`src/hdl/mbad_pkg.sv`:
```
`timescale 1ns / 1ps
`default_nettype none

package mbad_pkg;

  localparam int BTN_W    = 4;
  localparam int SAMPLE_W = 12;
  localparam int SUM_W    = 18;
  localparam int TAKEN_W  = 7;
  localparam int EVENT_W  = 8;
  localparam int CFG_IDX_W = 2;

  localparam logic [CFG_IDX_W-1:0] REG_SKIP = 2'd0;
  localparam logic [CFG_IDX_W-1:0] REG_PLAY = 2'd1;
  localparam logic [CFG_IDX_W-1:0] REG_LOCK = 2'd2;

  localparam logic [SAMPLE_W-1:0] THR_SKIP_RST = 12'd1024;
  localparam logic [SAMPLE_W-1:0] THR_PLAY_RST = 12'd2048;
  localparam logic [SAMPLE_W-1:0] THR_LOCK_RST = 12'd3072;

  localparam logic [EVENT_W-1:0] EVENT_MAX = 8'd255;

  typedef enum logic [1:0] {
    POS_UNKNOWN = 2'd0,
    POS_SKIP    = 2'd1,
    POS_PLAY    = 2'd2,
    POS_LOCK    = 2'd3
  } pos_t;

  // Work handed from the accumulate stage to the classify stage.
  typedef struct packed {
    logic             valid;
    logic             consume;
    logic [BTN_W-1:0] button;
    logic [SUM_W-1:0] sum;
  } grp_t;

endpackage

`default_nettype wire

```
`src/hdl/multilevel_button_adc_decoder_unit.sv`:
```
// Timing: the transfer of the sample completing a group loads the accumulate stage, and
// the result register is then loaded from that stage when the pipeline advances.
// Throughput: one item per cycle while item_stall is low; a full stage moves on whenever
// the result register is empty or its result is being transferred.
// Reset (rst, synchronous): thresholds return to 1024/2048/3072, all button positions
// to unknown, all pending counters and the partial group to zero.
`timescale 1ns / 1ps
`default_nettype none

module multilevel_button_adc_decoder_unit #(
  parameter int BUTTONS = 16,
  parameter int SAMPLES = 4
) (
  input  wire logic                            clk,
  input  wire logic                            rst,
  input  wire logic                            item_valid,
  output      logic                            item_stall,
  input  wire logic                            func,
  input  wire logic [mbad_pkg::BTN_W-1:0]      button,
  input  wire logic [mbad_pkg::SAMPLE_W-1:0]   sample,
  output      logic                            result_valid,
  input  wire logic                            result_stall,
  output      logic [mbad_pkg::BTN_W-1:0]      button_out,
  output      logic [1:0]                      position,
  output      logic                            changed,
  output      logic [mbad_pkg::EVENT_W-1:0]    pending_events,
  input  wire logic                            cfg_write,
  input  wire logic [mbad_pkg::CFG_IDX_W-1:0]  cfg_index,
  input  wire logic [mbad_pkg::SAMPLE_W-1:0]   cfg_data
);

  localparam int SUM_W   = mbad_pkg::SUM_W;
  localparam int TAKEN_W = mbad_pkg::TAKEN_W;
  localparam int EVENT_W = mbad_pkg::EVENT_W;
  localparam int BTN_W   = mbad_pkg::BTN_W;
  localparam int BIDX_W  = (BUTTONS > 1) ? $clog2(BUTTONS) : 1;
  localparam logic [SUM_W-1:0]   SAMPLES_S = SUM_W'(SAMPLES);
  localparam logic [TAKEN_W-1:0] SAMPLES_T = TAKEN_W'(SAMPLES);
  localparam logic [BTN_W:0]     BUTTONS_B = (BTN_W+1)'(BUTTONS);

  // Thresholds are kept pre-multiplied by SAMPLES, so the group sum is compared
  // directly: floor(sum / SAMPLES) >= t holds exactly when sum >= t * SAMPLES.
  logic [SUM_W-1:0] thr_skip;
  logic [SUM_W-1:0] thr_play;
  logic [SUM_W-1:0] thr_lock;
  logic [SUM_W-1:0] cfg_scaled;

  logic [SUM_W-1:0]   sample_sum;
  logic [TAKEN_W-1:0] samples_taken;
  logic [BTN_W-1:0]   group_button;

  mbad_pkg::grp_t grp;
  mbad_pkg::pos_t button_position [BUTTONS];
  logic [EVENT_W-1:0] change_count [BUTTONS];

  logic               advance;
  logic               accept;
  logic               btn_ok;
  logic               restart;
  logic               done;
  logic [SUM_W-1:0]   sum_next;
  logic [TAKEN_W-1:0] taken_next;

  logic [BIDX_W-1:0]  grp_idx;
  mbad_pkg::pos_t     pos_new;
  logic               pos_chg;
  logic [EVENT_W-1:0] count_next;

  assign advance    = !result_valid || !result_stall;
  assign item_stall = !advance;
  assign accept     = item_valid && advance;

  assign cfg_scaled = SUM_W'(cfg_data) * SAMPLES_S;

  always_ff @(posedge clk) begin
    if (rst) begin
      thr_skip <= SUM_W'(mbad_pkg::THR_SKIP_RST) * SAMPLES_S;
      thr_play <= SUM_W'(mbad_pkg::THR_PLAY_RST) * SAMPLES_S;
      thr_lock <= SUM_W'(mbad_pkg::THR_LOCK_RST) * SAMPLES_S;
    end else if (cfg_write) begin
      case (cfg_index)
        mbad_pkg::REG_SKIP: thr_skip <= cfg_scaled;
        mbad_pkg::REG_PLAY: thr_play <= cfg_scaled;
        mbad_pkg::REG_LOCK: thr_lock <= cfg_scaled;
        default: ;
      endcase
    end
  end

  // Accumulate stage.
  assign btn_ok     = {1'b0, button} < BUTTONS_B;
  assign restart    = (samples_taken == '0) || (button != group_button);
  assign sum_next   = restart ? SUM_W'(sample) : sample_sum + SUM_W'(sample);
  assign taken_next = restart ? TAKEN_W'(1) : samples_taken + TAKEN_W'(1);
  assign done       = taken_next == SAMPLES_T;

  always_ff @(posedge clk) begin
    if (rst) begin
      sample_sum    <= '0;
      samples_taken <= '0;
      group_button  <= '0;
      grp.valid     <= 1'b0;
    end else begin
      if (accept && !func && btn_ok) begin
        group_button <= button;
        if (done) begin
          sample_sum    <= '0;
          samples_taken <= '0;
        end else begin
          sample_sum    <= sum_next;
          samples_taken <= taken_next;
        end
      end
      if (advance) begin
        grp.valid   <= accept && (func || (btn_ok && done));
        grp.consume <= func;
        grp.button  <= button;
        grp.sum     <= sum_next;
      end
    end
  end

  // Classify and table update stage.
  assign grp_idx = grp.button[BIDX_W-1:0];

  always_comb begin
    if (grp.sum >= thr_lock) begin
      pos_new = mbad_pkg::POS_LOCK;
    end else if (grp.sum >= thr_play) begin
      pos_new = mbad_pkg::POS_PLAY;
    end else if (grp.sum >= thr_skip) begin
      pos_new = mbad_pkg::POS_SKIP;
    end else begin
      pos_new = mbad_pkg::POS_UNKNOWN;
    end
  end

  assign pos_chg    = pos_new != button_position[grp_idx];
  assign count_next = (pos_chg && change_count[grp_idx] != mbad_pkg::EVENT_MAX) ?
                      change_count[grp_idx] + EVENT_W'(1) : change_count[grp_idx];

  always_ff @(posedge clk) begin
    if (rst) begin
      result_valid <= 1'b0;
      for (int i = 0; i < BUTTONS; i++) begin
        button_position[i] <= mbad_pkg::POS_UNKNOWN;
        change_count[i]    <= '0;
      end
    end else if (advance) begin
      result_valid <= grp.valid && !grp.consume;
      if (grp.valid) begin
        if (grp.consume) begin
          for (int i = 0; i < BUTTONS; i++) begin
            change_count[i] <= '0;
          end
        end else if (pos_chg) begin
          button_position[grp_idx] <= pos_new;
          change_count[grp_idx]    <= count_next;
        end
      end
    end
  end

  always_ff @(posedge clk) begin
    if (advance) begin
      button_out     <= grp.button;
      position       <= pos_new;
      changed        <= pos_chg;
      pending_events <= count_next;
    end
  end

endmodule

`default_nettype wire

```
`config.mk`:
```
export PLATFORM = sky130hd
export DESIGN_NAME = multilevel_button_adc_decoder_unit
export DESIGN_NICKNAME = d
export VERILOG_FILES = /design/src/hdl/mbad_pkg.sv /design/src/hdl/multilevel_button_adc_decoder_unit.sv
export SDC_FILE = /design/constraint.sdc
export NUM_CORES = 1
export LEC_CHECK = 0
export BUFFER_PORTS_ARGS = -buffer_cell sky130_fd_sc_hd__clkbuf_2
export CAP_MARGIN = 30
export CORE_ASPECT_RATIO = 0.6
export CORE_MARGIN = 2
export CORE_UTILIZATION = 45
export CTS_CLUSTER_SIZE = 25
export DETAILED_ROUTE_END_ITERATION = 10
export GPL_ROUTABILITY_DRIVEN = 0
export PLACE_DENSITY_LB_ADDON = 0.2
export RECOVER_POWER = 50
export SLEW_MARGIN = 0
export SYNTH_ARGS = -nofsm -noshare
export SYNTH_HDL_FRONTEND = slang
export SYNTH_SLANG_ARGS = --single-unit
```
`constraint.sdc`:
```
create_clock -name clk -period 3.96 [get_ports clk]
set_input_delay 0.792 -clock clk [delete_from_list [all_inputs] [get_ports clk]]
set_output_delay 0.792 -clock clk [all_outputs]
set_load 0.01 [all_outputs]
```
# Word level (Yosys, flattened, before mapping)
# Memories as Yosys holds them, arrays and structs flattened. A register that Yosys moved wholly into a read port is not among the register bits.
# Index checks and enable logic that the tools add are counted.
# W data, S select, Z words.
[word_totals] out_inout_bits=17 register_bits=105 ram_bits=160 mem_count=2 elab_cells=112
[mem_list] memory="change_count" depth=16 word_bits=8 rd=1 rd_ports_with_merged_regs=1 write_ports=16 line="multilevel_button_adc_decoder_unit.sv:54" source="logic [EVENT_W-1:0] change_count [BUTTONS];"
[mem_list] memory="button_position" depth=16 word_bits=2 rd=1 rd_ports_with_merged_regs=1 write_ports=16 line="multilevel_button_adc_decoder_unit.sv:53" source="mbad_pkg::pos_t button_position [BUTTONS];"
[classes] add_sub_neg=3 order_cmp=3 eq_ne=6 bitwise=17 muxes=45 n_reduce_logical=21
[op_table] operator="$mux W8" n=18
[op_table] operator="$ge A18 B14 Y1" n=3
[op_table] operator="$mux W18" n=2
[op_table] operator="$add A18 B12 Y18" n=1
[op_table] operator="$mux W1" n=16
[op_table] operator="$mux W4" n=4
[op_table] operator="$or A1 B1 Y1" n=16
[op_table] operator="$mux W7" n=2
[op_table] operator="$add A8 B1 Y8 const B" n=1
[op_table] operator="$ne A8 B8 Y1 const B" n=1
[op_table] operator="$reduce_and A2 Y1" n=4
[op_table] operator="$reduce_or A8 Y1" n=1
[op_table] operator="$add A7 B1 Y7 const B" n=1
[op_table] operator="$eq A7 B3 Y1 const B" n=1
[op_table] operator="$logic_not A7 Y1" n=1
[op_table] operator="$mux W2" n=3
[op_table] operator="$logic_and A1 B1 Y1" n=5
[op_table] operator="$logic_not A1 Y1" n=5
[op_table] operator="$ne A4 B4 Y1" n=1
[op_table] operator="$logic_or A1 B1 Y1" n=3
[op_table] operator="$eq A2 B1 Y1 const B" n=1
[op_table] operator="$eq A2 B2 Y1 const B" n=1
[op_table] operator="$logic_not A2 Y1" n=1
[op_table] operator="$ne A2 B2 Y1" n=1
[op_table] operator="2 further kinds" n=2

# Logic depth before layout (Yosys ltp)
# Gate-level depths: netlist of the first run.
[depth] depth_word=13 ltp_mapped=13 mapped_depth_nobuf=10

# Least setup slack after synthesis of the first run
# OpenSTA, ideal clock, no wires.
[synth_path] path_kind="register -> register" start="register with a tool-made name" end="memory change_count[0][2], data pin" period_less_slack_ns=3.386 n_path_buf=4 slack_ns=0.574 path_stages_with_launch=13 arrival_time_ns=3.130 required_ns=3.703 setup_ns=0.257 path_cell_list="dfxtp_1 buf_6 buf_8 buf_6 mux4_2 mux4_2 ha_1 nand3_1 or2_2 nand4_1 xor2_1 buf_2 nor2_1"
[synth_lines] element="end, declared" line="multilevel_button_adc_decoder_unit.sv:54"

==> results of run 1 <==
power groups by stage:
stage	sequential, mW	clock [mW]	combinational, mW
final	3.23	2.54	0.907
after global placement	3.29	0	0.901
after CTS	3.23	2.57	0.915
after global routing	3.24	2.67	0.984
after detailed placement	3.29	0	0.910
after floorplan	3.27	0	0.570
final timing paths:
path,to,slack [ns],start,cells past startpoint
hold / removal,thr_skip[4],0.46,thr_skip[4],2
setup reg to reg,change_count[8][4],0.23,grp[3],10
hold reg to reg,thr_skip[4],0.46,thr_skip[4],2
setup / recovery,change_count[8][4],0.23,grp[3],10
worst max-delay path, delay by kind of cell, from the launching register on:
kind	cells	cell delay, ns
AOI/OAI and AO/OA	3	0.89
adders and majority gates	1	0.31
DFF	1	0.44
buffers and inverters	1	0.21
and+or+nand+nor	5	1.56
layer usage:
layer / share of wire / wire (um) / GRT usage
met2: 0.37 / 12800 / 0.279
met1: 0.51 / 17600 / 0.383
met4: 0.013 / 434 / 0.0380
met3: 0.11 / 3770 / 0.0734
met5: 0 / 0 / 0
synth_stat cells (8+ instances only):
master / instances
and3_1: 9
buf_4: 13
nor2_1: 165
xnor2_1: 11
ha_1: 51
buf_2: 15
nand2b_1: 13
edfxtp_1: 198
xor2_1: 11
o211ai_1: 9
or2_2: 9
a21oi_1: 74
nor3_1: 15
a21o_1: 8
inv_1: 54
clkbuf_1: 30
o21ai_0: 26
a21oi_2: 18
or3_1: 15
dfxtp_1: 71
nand3_1: 19
nand2_1: 140
mux4_2: 45
flip-flops by register name, indices dropped and copies added (netlist names), named ones only:
register,count
grp_idx,4
thr_play,12
sample_sum,18
group_button,4
pending_events,8
grp,20
thr_lock,12
samples_taken,7
thr_skip,12
changed,1
result_valid,1
button_position,32
button_out,4
position,2
change_count,128
per-stage QoR:
step | cell area (um2) | hold WS, ns | instances | setup slack, ns | util
after detailed placement | 14200 | 0.449 | 1586 | 0.206 | 0.489
after global placement | 14200 | 0.443 | 1586 | 0.214 | 0.489
after floorplan | 13400 | 0.424 | 1158 | 0.574 | -
after global routing | 14900 | 0.471 | 1637 | 0.0187 | 0.515
after CTS | 15000 | 0.457 | 1634 | 0.201 | 0.519
final | 14900 | 0.457 | 1637 | 0.227 | 0.515
final cells by class:
cell class,instances,area [um2]
clock buffers,33,728
clock inverters,15,124
fillers,2595,14000
inverters,55,206
multi-input cells,762,5350
flip-flops and latches,269,7370
well taps,400,500
repair buffers,103,641
cells by family after synthesis:
logic type / count (synthesis) / share of synthesized area
xor+xnor: 24 / 0.0169
mux: 59 / 0.0900
compound gates: 195 / 0.0985
fa+ha+maj: 52 / 0.0493
simple gates: 432 / 0.148
flops: 269 / 0.552
buf+inv: 127 / 0.0458
==> flow_metrics.tcl, run 1 <==
set metrics [dict create \
    status "finished, violations left" \
    yosysSeqAreaShare 0.552 \
    p_per_area_nw_per_um2 447 \
    wl_per_cell_um 21.1 \
    synth_top_area_frac 0.445 \
    yosys_warnings 0 \
    slowest_delay_ns 0.60 \
    diodes 0 \
    synth_area_leaders "edfxtp_1, dfxtp_1, mux4_2" \
    cts_tree "built" \
    ant_nets 0 \
    finalCritPeriodShare 0.943 \
    syn_to_final_growth_pct 11.7 \
    p_sw_frac 0.263 \
    antenna_found_initial 0 \
    rsz0062_at_grt "false" \
    ys_seq_elements 269 \
    synth_top_area_cell "edfxtp_1" \
    synth_fp_nets 1246 \
    yosys_most_used_dff "edfxtp_1" \
    postSynthAreaPerCell_um2 11.5 \
    fp.coreArea_um2 28900 \
    seqPwrFrac 0.484 \
    grt_pass1_vias 8663 \
    total_power_mw 6.67 \
    combPwrFrac 0.136 \
    cap_violations 1 \
    num_rows 48 \
    final_common_cell "edfxtp_1" \
    min_path_type "register to register" \
    fin_nets 1305 \
    finalHoldViolations 0 \
    p_leak_nw 5.50 \
    peakVddDrop_mv 0.306 \
    synth_area_um2 13400 \
    fmaxAchievable_mhz 268 \
    crit_arrival_ns 3.94 \
    cp_max_fo 15 \
    holdBufCountCts 0 \
    die_y_um 137 \
    ys_async_sr_fraction 0 \
    cts_setup_buffers 0 \
    clockBufferDepth 3 \
    crit_slowest_cell "or4_1" \
    drcViolationCount 0 \
    dr.pass1.iters 5 \
    port_buffers 52 \
    grt_pass1_wl_um 53000 \
    p_clk_frac 0.380 \
    p_int_mw 4.92 \
    fin_skew_ns 0.0128 \
    cts_buffers 26 \
    cts-root-buf "clkbuf_16" \
    path_cells "ha_1 > nor4bb_1 > o311ai_0 > a2111oi_0 > buf_4 > or2_1 > o31a_2 > nand3_2 > or4_1 > nand2_1" \
    worst_pin_slew_ns 1.50 \
    grt_overflow 0 \
    die_area_um2 31100 \
    finalSetupTns_ns 0 \
    critical_path_required_ns 4.17 \
    violations "max-capacitance violations" \
    synth_edf_count 198 \
    cts.sinks 269 \
    path_clk_slew_ns 0.06 \
    layout_min_cycle_time_ns 3.73 \
    grt_max_degree 64 \
    drive_gt1_frac 0.159 \
    num_vias 9261 \
    cts_resized 0 \
    critPathCaptureType "register" \
    drt-total-wl_um 34600 \
    layout_common_cells "edfxtp_1, nor2_1, nand2_1" \
    setup_viol 0 \
    syn_inst 1158 \
    worst-setup-path-type "register to register" \
    dp_hpwl_um 25000 \
    drtIter0Drc 932 \
    p_switching_mw 1.75 \
    slew_viol_final 0 \
    grt_usage 0.229 \
    relSlewSlack 0.000169 \
    viasPerCell 5.66 \
    yosysUniqueCellTypes 74 \
    htreeDepth 1 \
    clock_latency_ns 0.55 \
    die_w_um 226 \
    start_util 0.461 \
    top_level_ports 53 \
    critPathLaunchType "register" \
]
No activity file was read; power rests on OpenSTA's default activity.
==> run 2: changes to the inputs <==
CORE_ASPECT_RATIO = unset   (was 0.6)
SLEW_MARGIN = 10   (was 0)
==> flow_metrics.tcl, run 2 (synthesis gave the netlist of run 1 again) <==
set metrics [dict create \
    status "finished, violations left" \
    violations "max-capacitance violations, max-slew violations" \
    port_buffers 52 \
    cts_setup_buffers 0 \
    cts_resized 0 \
    setup_viol 0 \
    layout_min_cycle_time_ns 3.65 \
    combPwrFrac 0.126 \
    fmaxAchievable_mhz 274 \
    viasPerCell 5.55 \
    grt_overflow 0 \
    p_per_area_nw_per_um2 472 \
    die_area_um2 31100 \
    slew_viol_final 20 \
    slowest_delay_ns 0.56 \
    cts.sinks 269 \
    relSlewSlack -0.0611 \
    finalCritPeriodShare 0.922 \
    critPathLaunchType "register" \
    num_rows 63 \
    crit_slowest_cell "mux4_1" \
    largest_reg_flops 128 \
    grt_usage 0.219 \
    die_y_um 176 \
    dr.pass1.iters 5 \
    rsz0062_at_grt "false" \
    crit_arrival_ns 4.05 \
    seqPwrFrac 0.452 \
    grt_pass1_vias 9064 \
    top_register "change_count" \
    grt_pass1_wl_um 52100 \
    worst-setup-path-type "register to register" \
    cts_buffers 30 \
    diodes 0 \
    fin_nets 1315 \
    drive_gt1_frac 0.173 \
    dp_hpwl_um 24100 \
    path_cells "buf_12 > buf_4 > mux4_1 > mux4_2 > and2_1 > nand3_2 > or2_2 > nand3_4 > or3_1 > clkbuf_1 > a211oi_2" \
    reg.largest.list "change_count x128, button_position x32, grp x20" \
    layout_common_cells "edfxtp_1, nor2_1, nand2_1" \
    min_path_type "register to register" \
    antenna_found_initial 0 \
    finalSetupTns_ns 0 \
    finalHoldViolations 0 \
    post_dp_cell_area_um2 14200 \
    peakVddDrop_mv 0.343 \
    critical_path_required_ns 4.36 \
    die_w_um 176 \
    cap_violations 1 \
    start_util 0.454 \
    num_vias 9111 \
    fin_skew_ns 0.0164 \
    ant_nets 0 \
    drt-total-wl_um 33500 \
    syn_to_final_growth_pct 13.5 \
    top_level_ports 53 \
    cts_tree "built" \
    htreeDepth 1 \
    fp.coreArea_um2 29400 \
    drcViolationCount 0 \
    clockBufferDepth 3 \
    grt_max_degree 63 \
    design_area_um2 15200 \
    critPathCaptureType "register" \
    p_sw_frac 0.250 \
    cts-root-buf "clkbuf_16" \
    p_leak_nw 5.61 \
    p_clk_frac 0.422 \
    cp_max_fo 18 \
    holdBufCountCts 0 \
    worst_pin_slew_ns 1.59 \
    wl_per_cell_um 20.4 \
    drtIter0Drc 758 \
    p_switching_mw 1.79 \
    p_int_mw 5.36 \
    path_clk_slew_ns 0.06 \
    final_common_cell "edfxtp_1" \
    clock_latency_ns 0.56 \
]
run 2: metal layers:
layer / up-vias / routed length (um) / GRT usage
li1: 4342 / - / -
met1: 4467 / 13600 / 0.279
met2: 253 / 17100 / 0.386
met3: 49 / 1900 / 0.0334
met4: 0 / 862 / 0.0668
met5: - / 0 / 0
run 2: area by class of cell:
type / count / area, um2
Clock buffer: 34 / 807
Fill cell: 2579 / 14300
Sequential cell: 269 / 7370
Inverter: 55 / 206
Clock inverter: 22 / 284
Timing Repair Buffer: 109 / 632
Tap cell: 390 / 488
Multi-Input combinational cell: 762 / 5360
run 2: final timing paths:
| path | start | cells past startpoint | to | slack (ns) |
|---|---|---|---|---|
| min | thr_play[4] | 2 | thr_play[4] | 0.45 |
| max | register | 11 | change_count[6][3] | 0.31 |
| min reg2reg | thr_play[4] | 2 | thr_play[4] | 0.45 |
| max reg2reg | register | 11 | change_count[6][3] | 0.31 |
run 2: critical path: cells and delay by family (launching register included):
| kind | cells | cell delay (ns) |
|---|---|---|
| buffers and inverters | 3 | 0.71 |
| AND/OR/NAND/NOR | 5 | 0.95 |
| AO/OA/AOI/OAI | 1 | 0.29 |
| flip-flops | 1 | 0.43 |
| multiplexers | 2 | 1.09 |
run 2: power groups by stage:
stage	sequential, mW	clock (mW)	combinational (mW)
2_1_floorplan	3.27	0	0.570
3_3_place_gp	3.29	0	0.915
3_5_place_dp	3.29	0	0.925
4_1_cts	3.23	3.07	0.928
5_1_grt	3.24	3.18	0.982
6_report	3.23	3.02	0.899
run 2: metrics by stage:
stage | setup WS [ns] | cells | power (mW) | hold slack [ns] | utilization
final | 0.310 | 1641 | 7.15 | 0.454 | 0.515
after global routing | 0.0672 | 1641 | 7.40 | 0.473 | 0.515
after CTS | 0.329 | 1640 | 7.23 | 0.433 | 0.519
after detailed placement | 0.305 | 1584 | 4.22 | 0.447 | 0.482
after global placement | 0.306 | 1583 | 4.20 | 0.444 | 0.482
after floorplan | 0.574 | 1158 | 3.84 | 0.424 | -
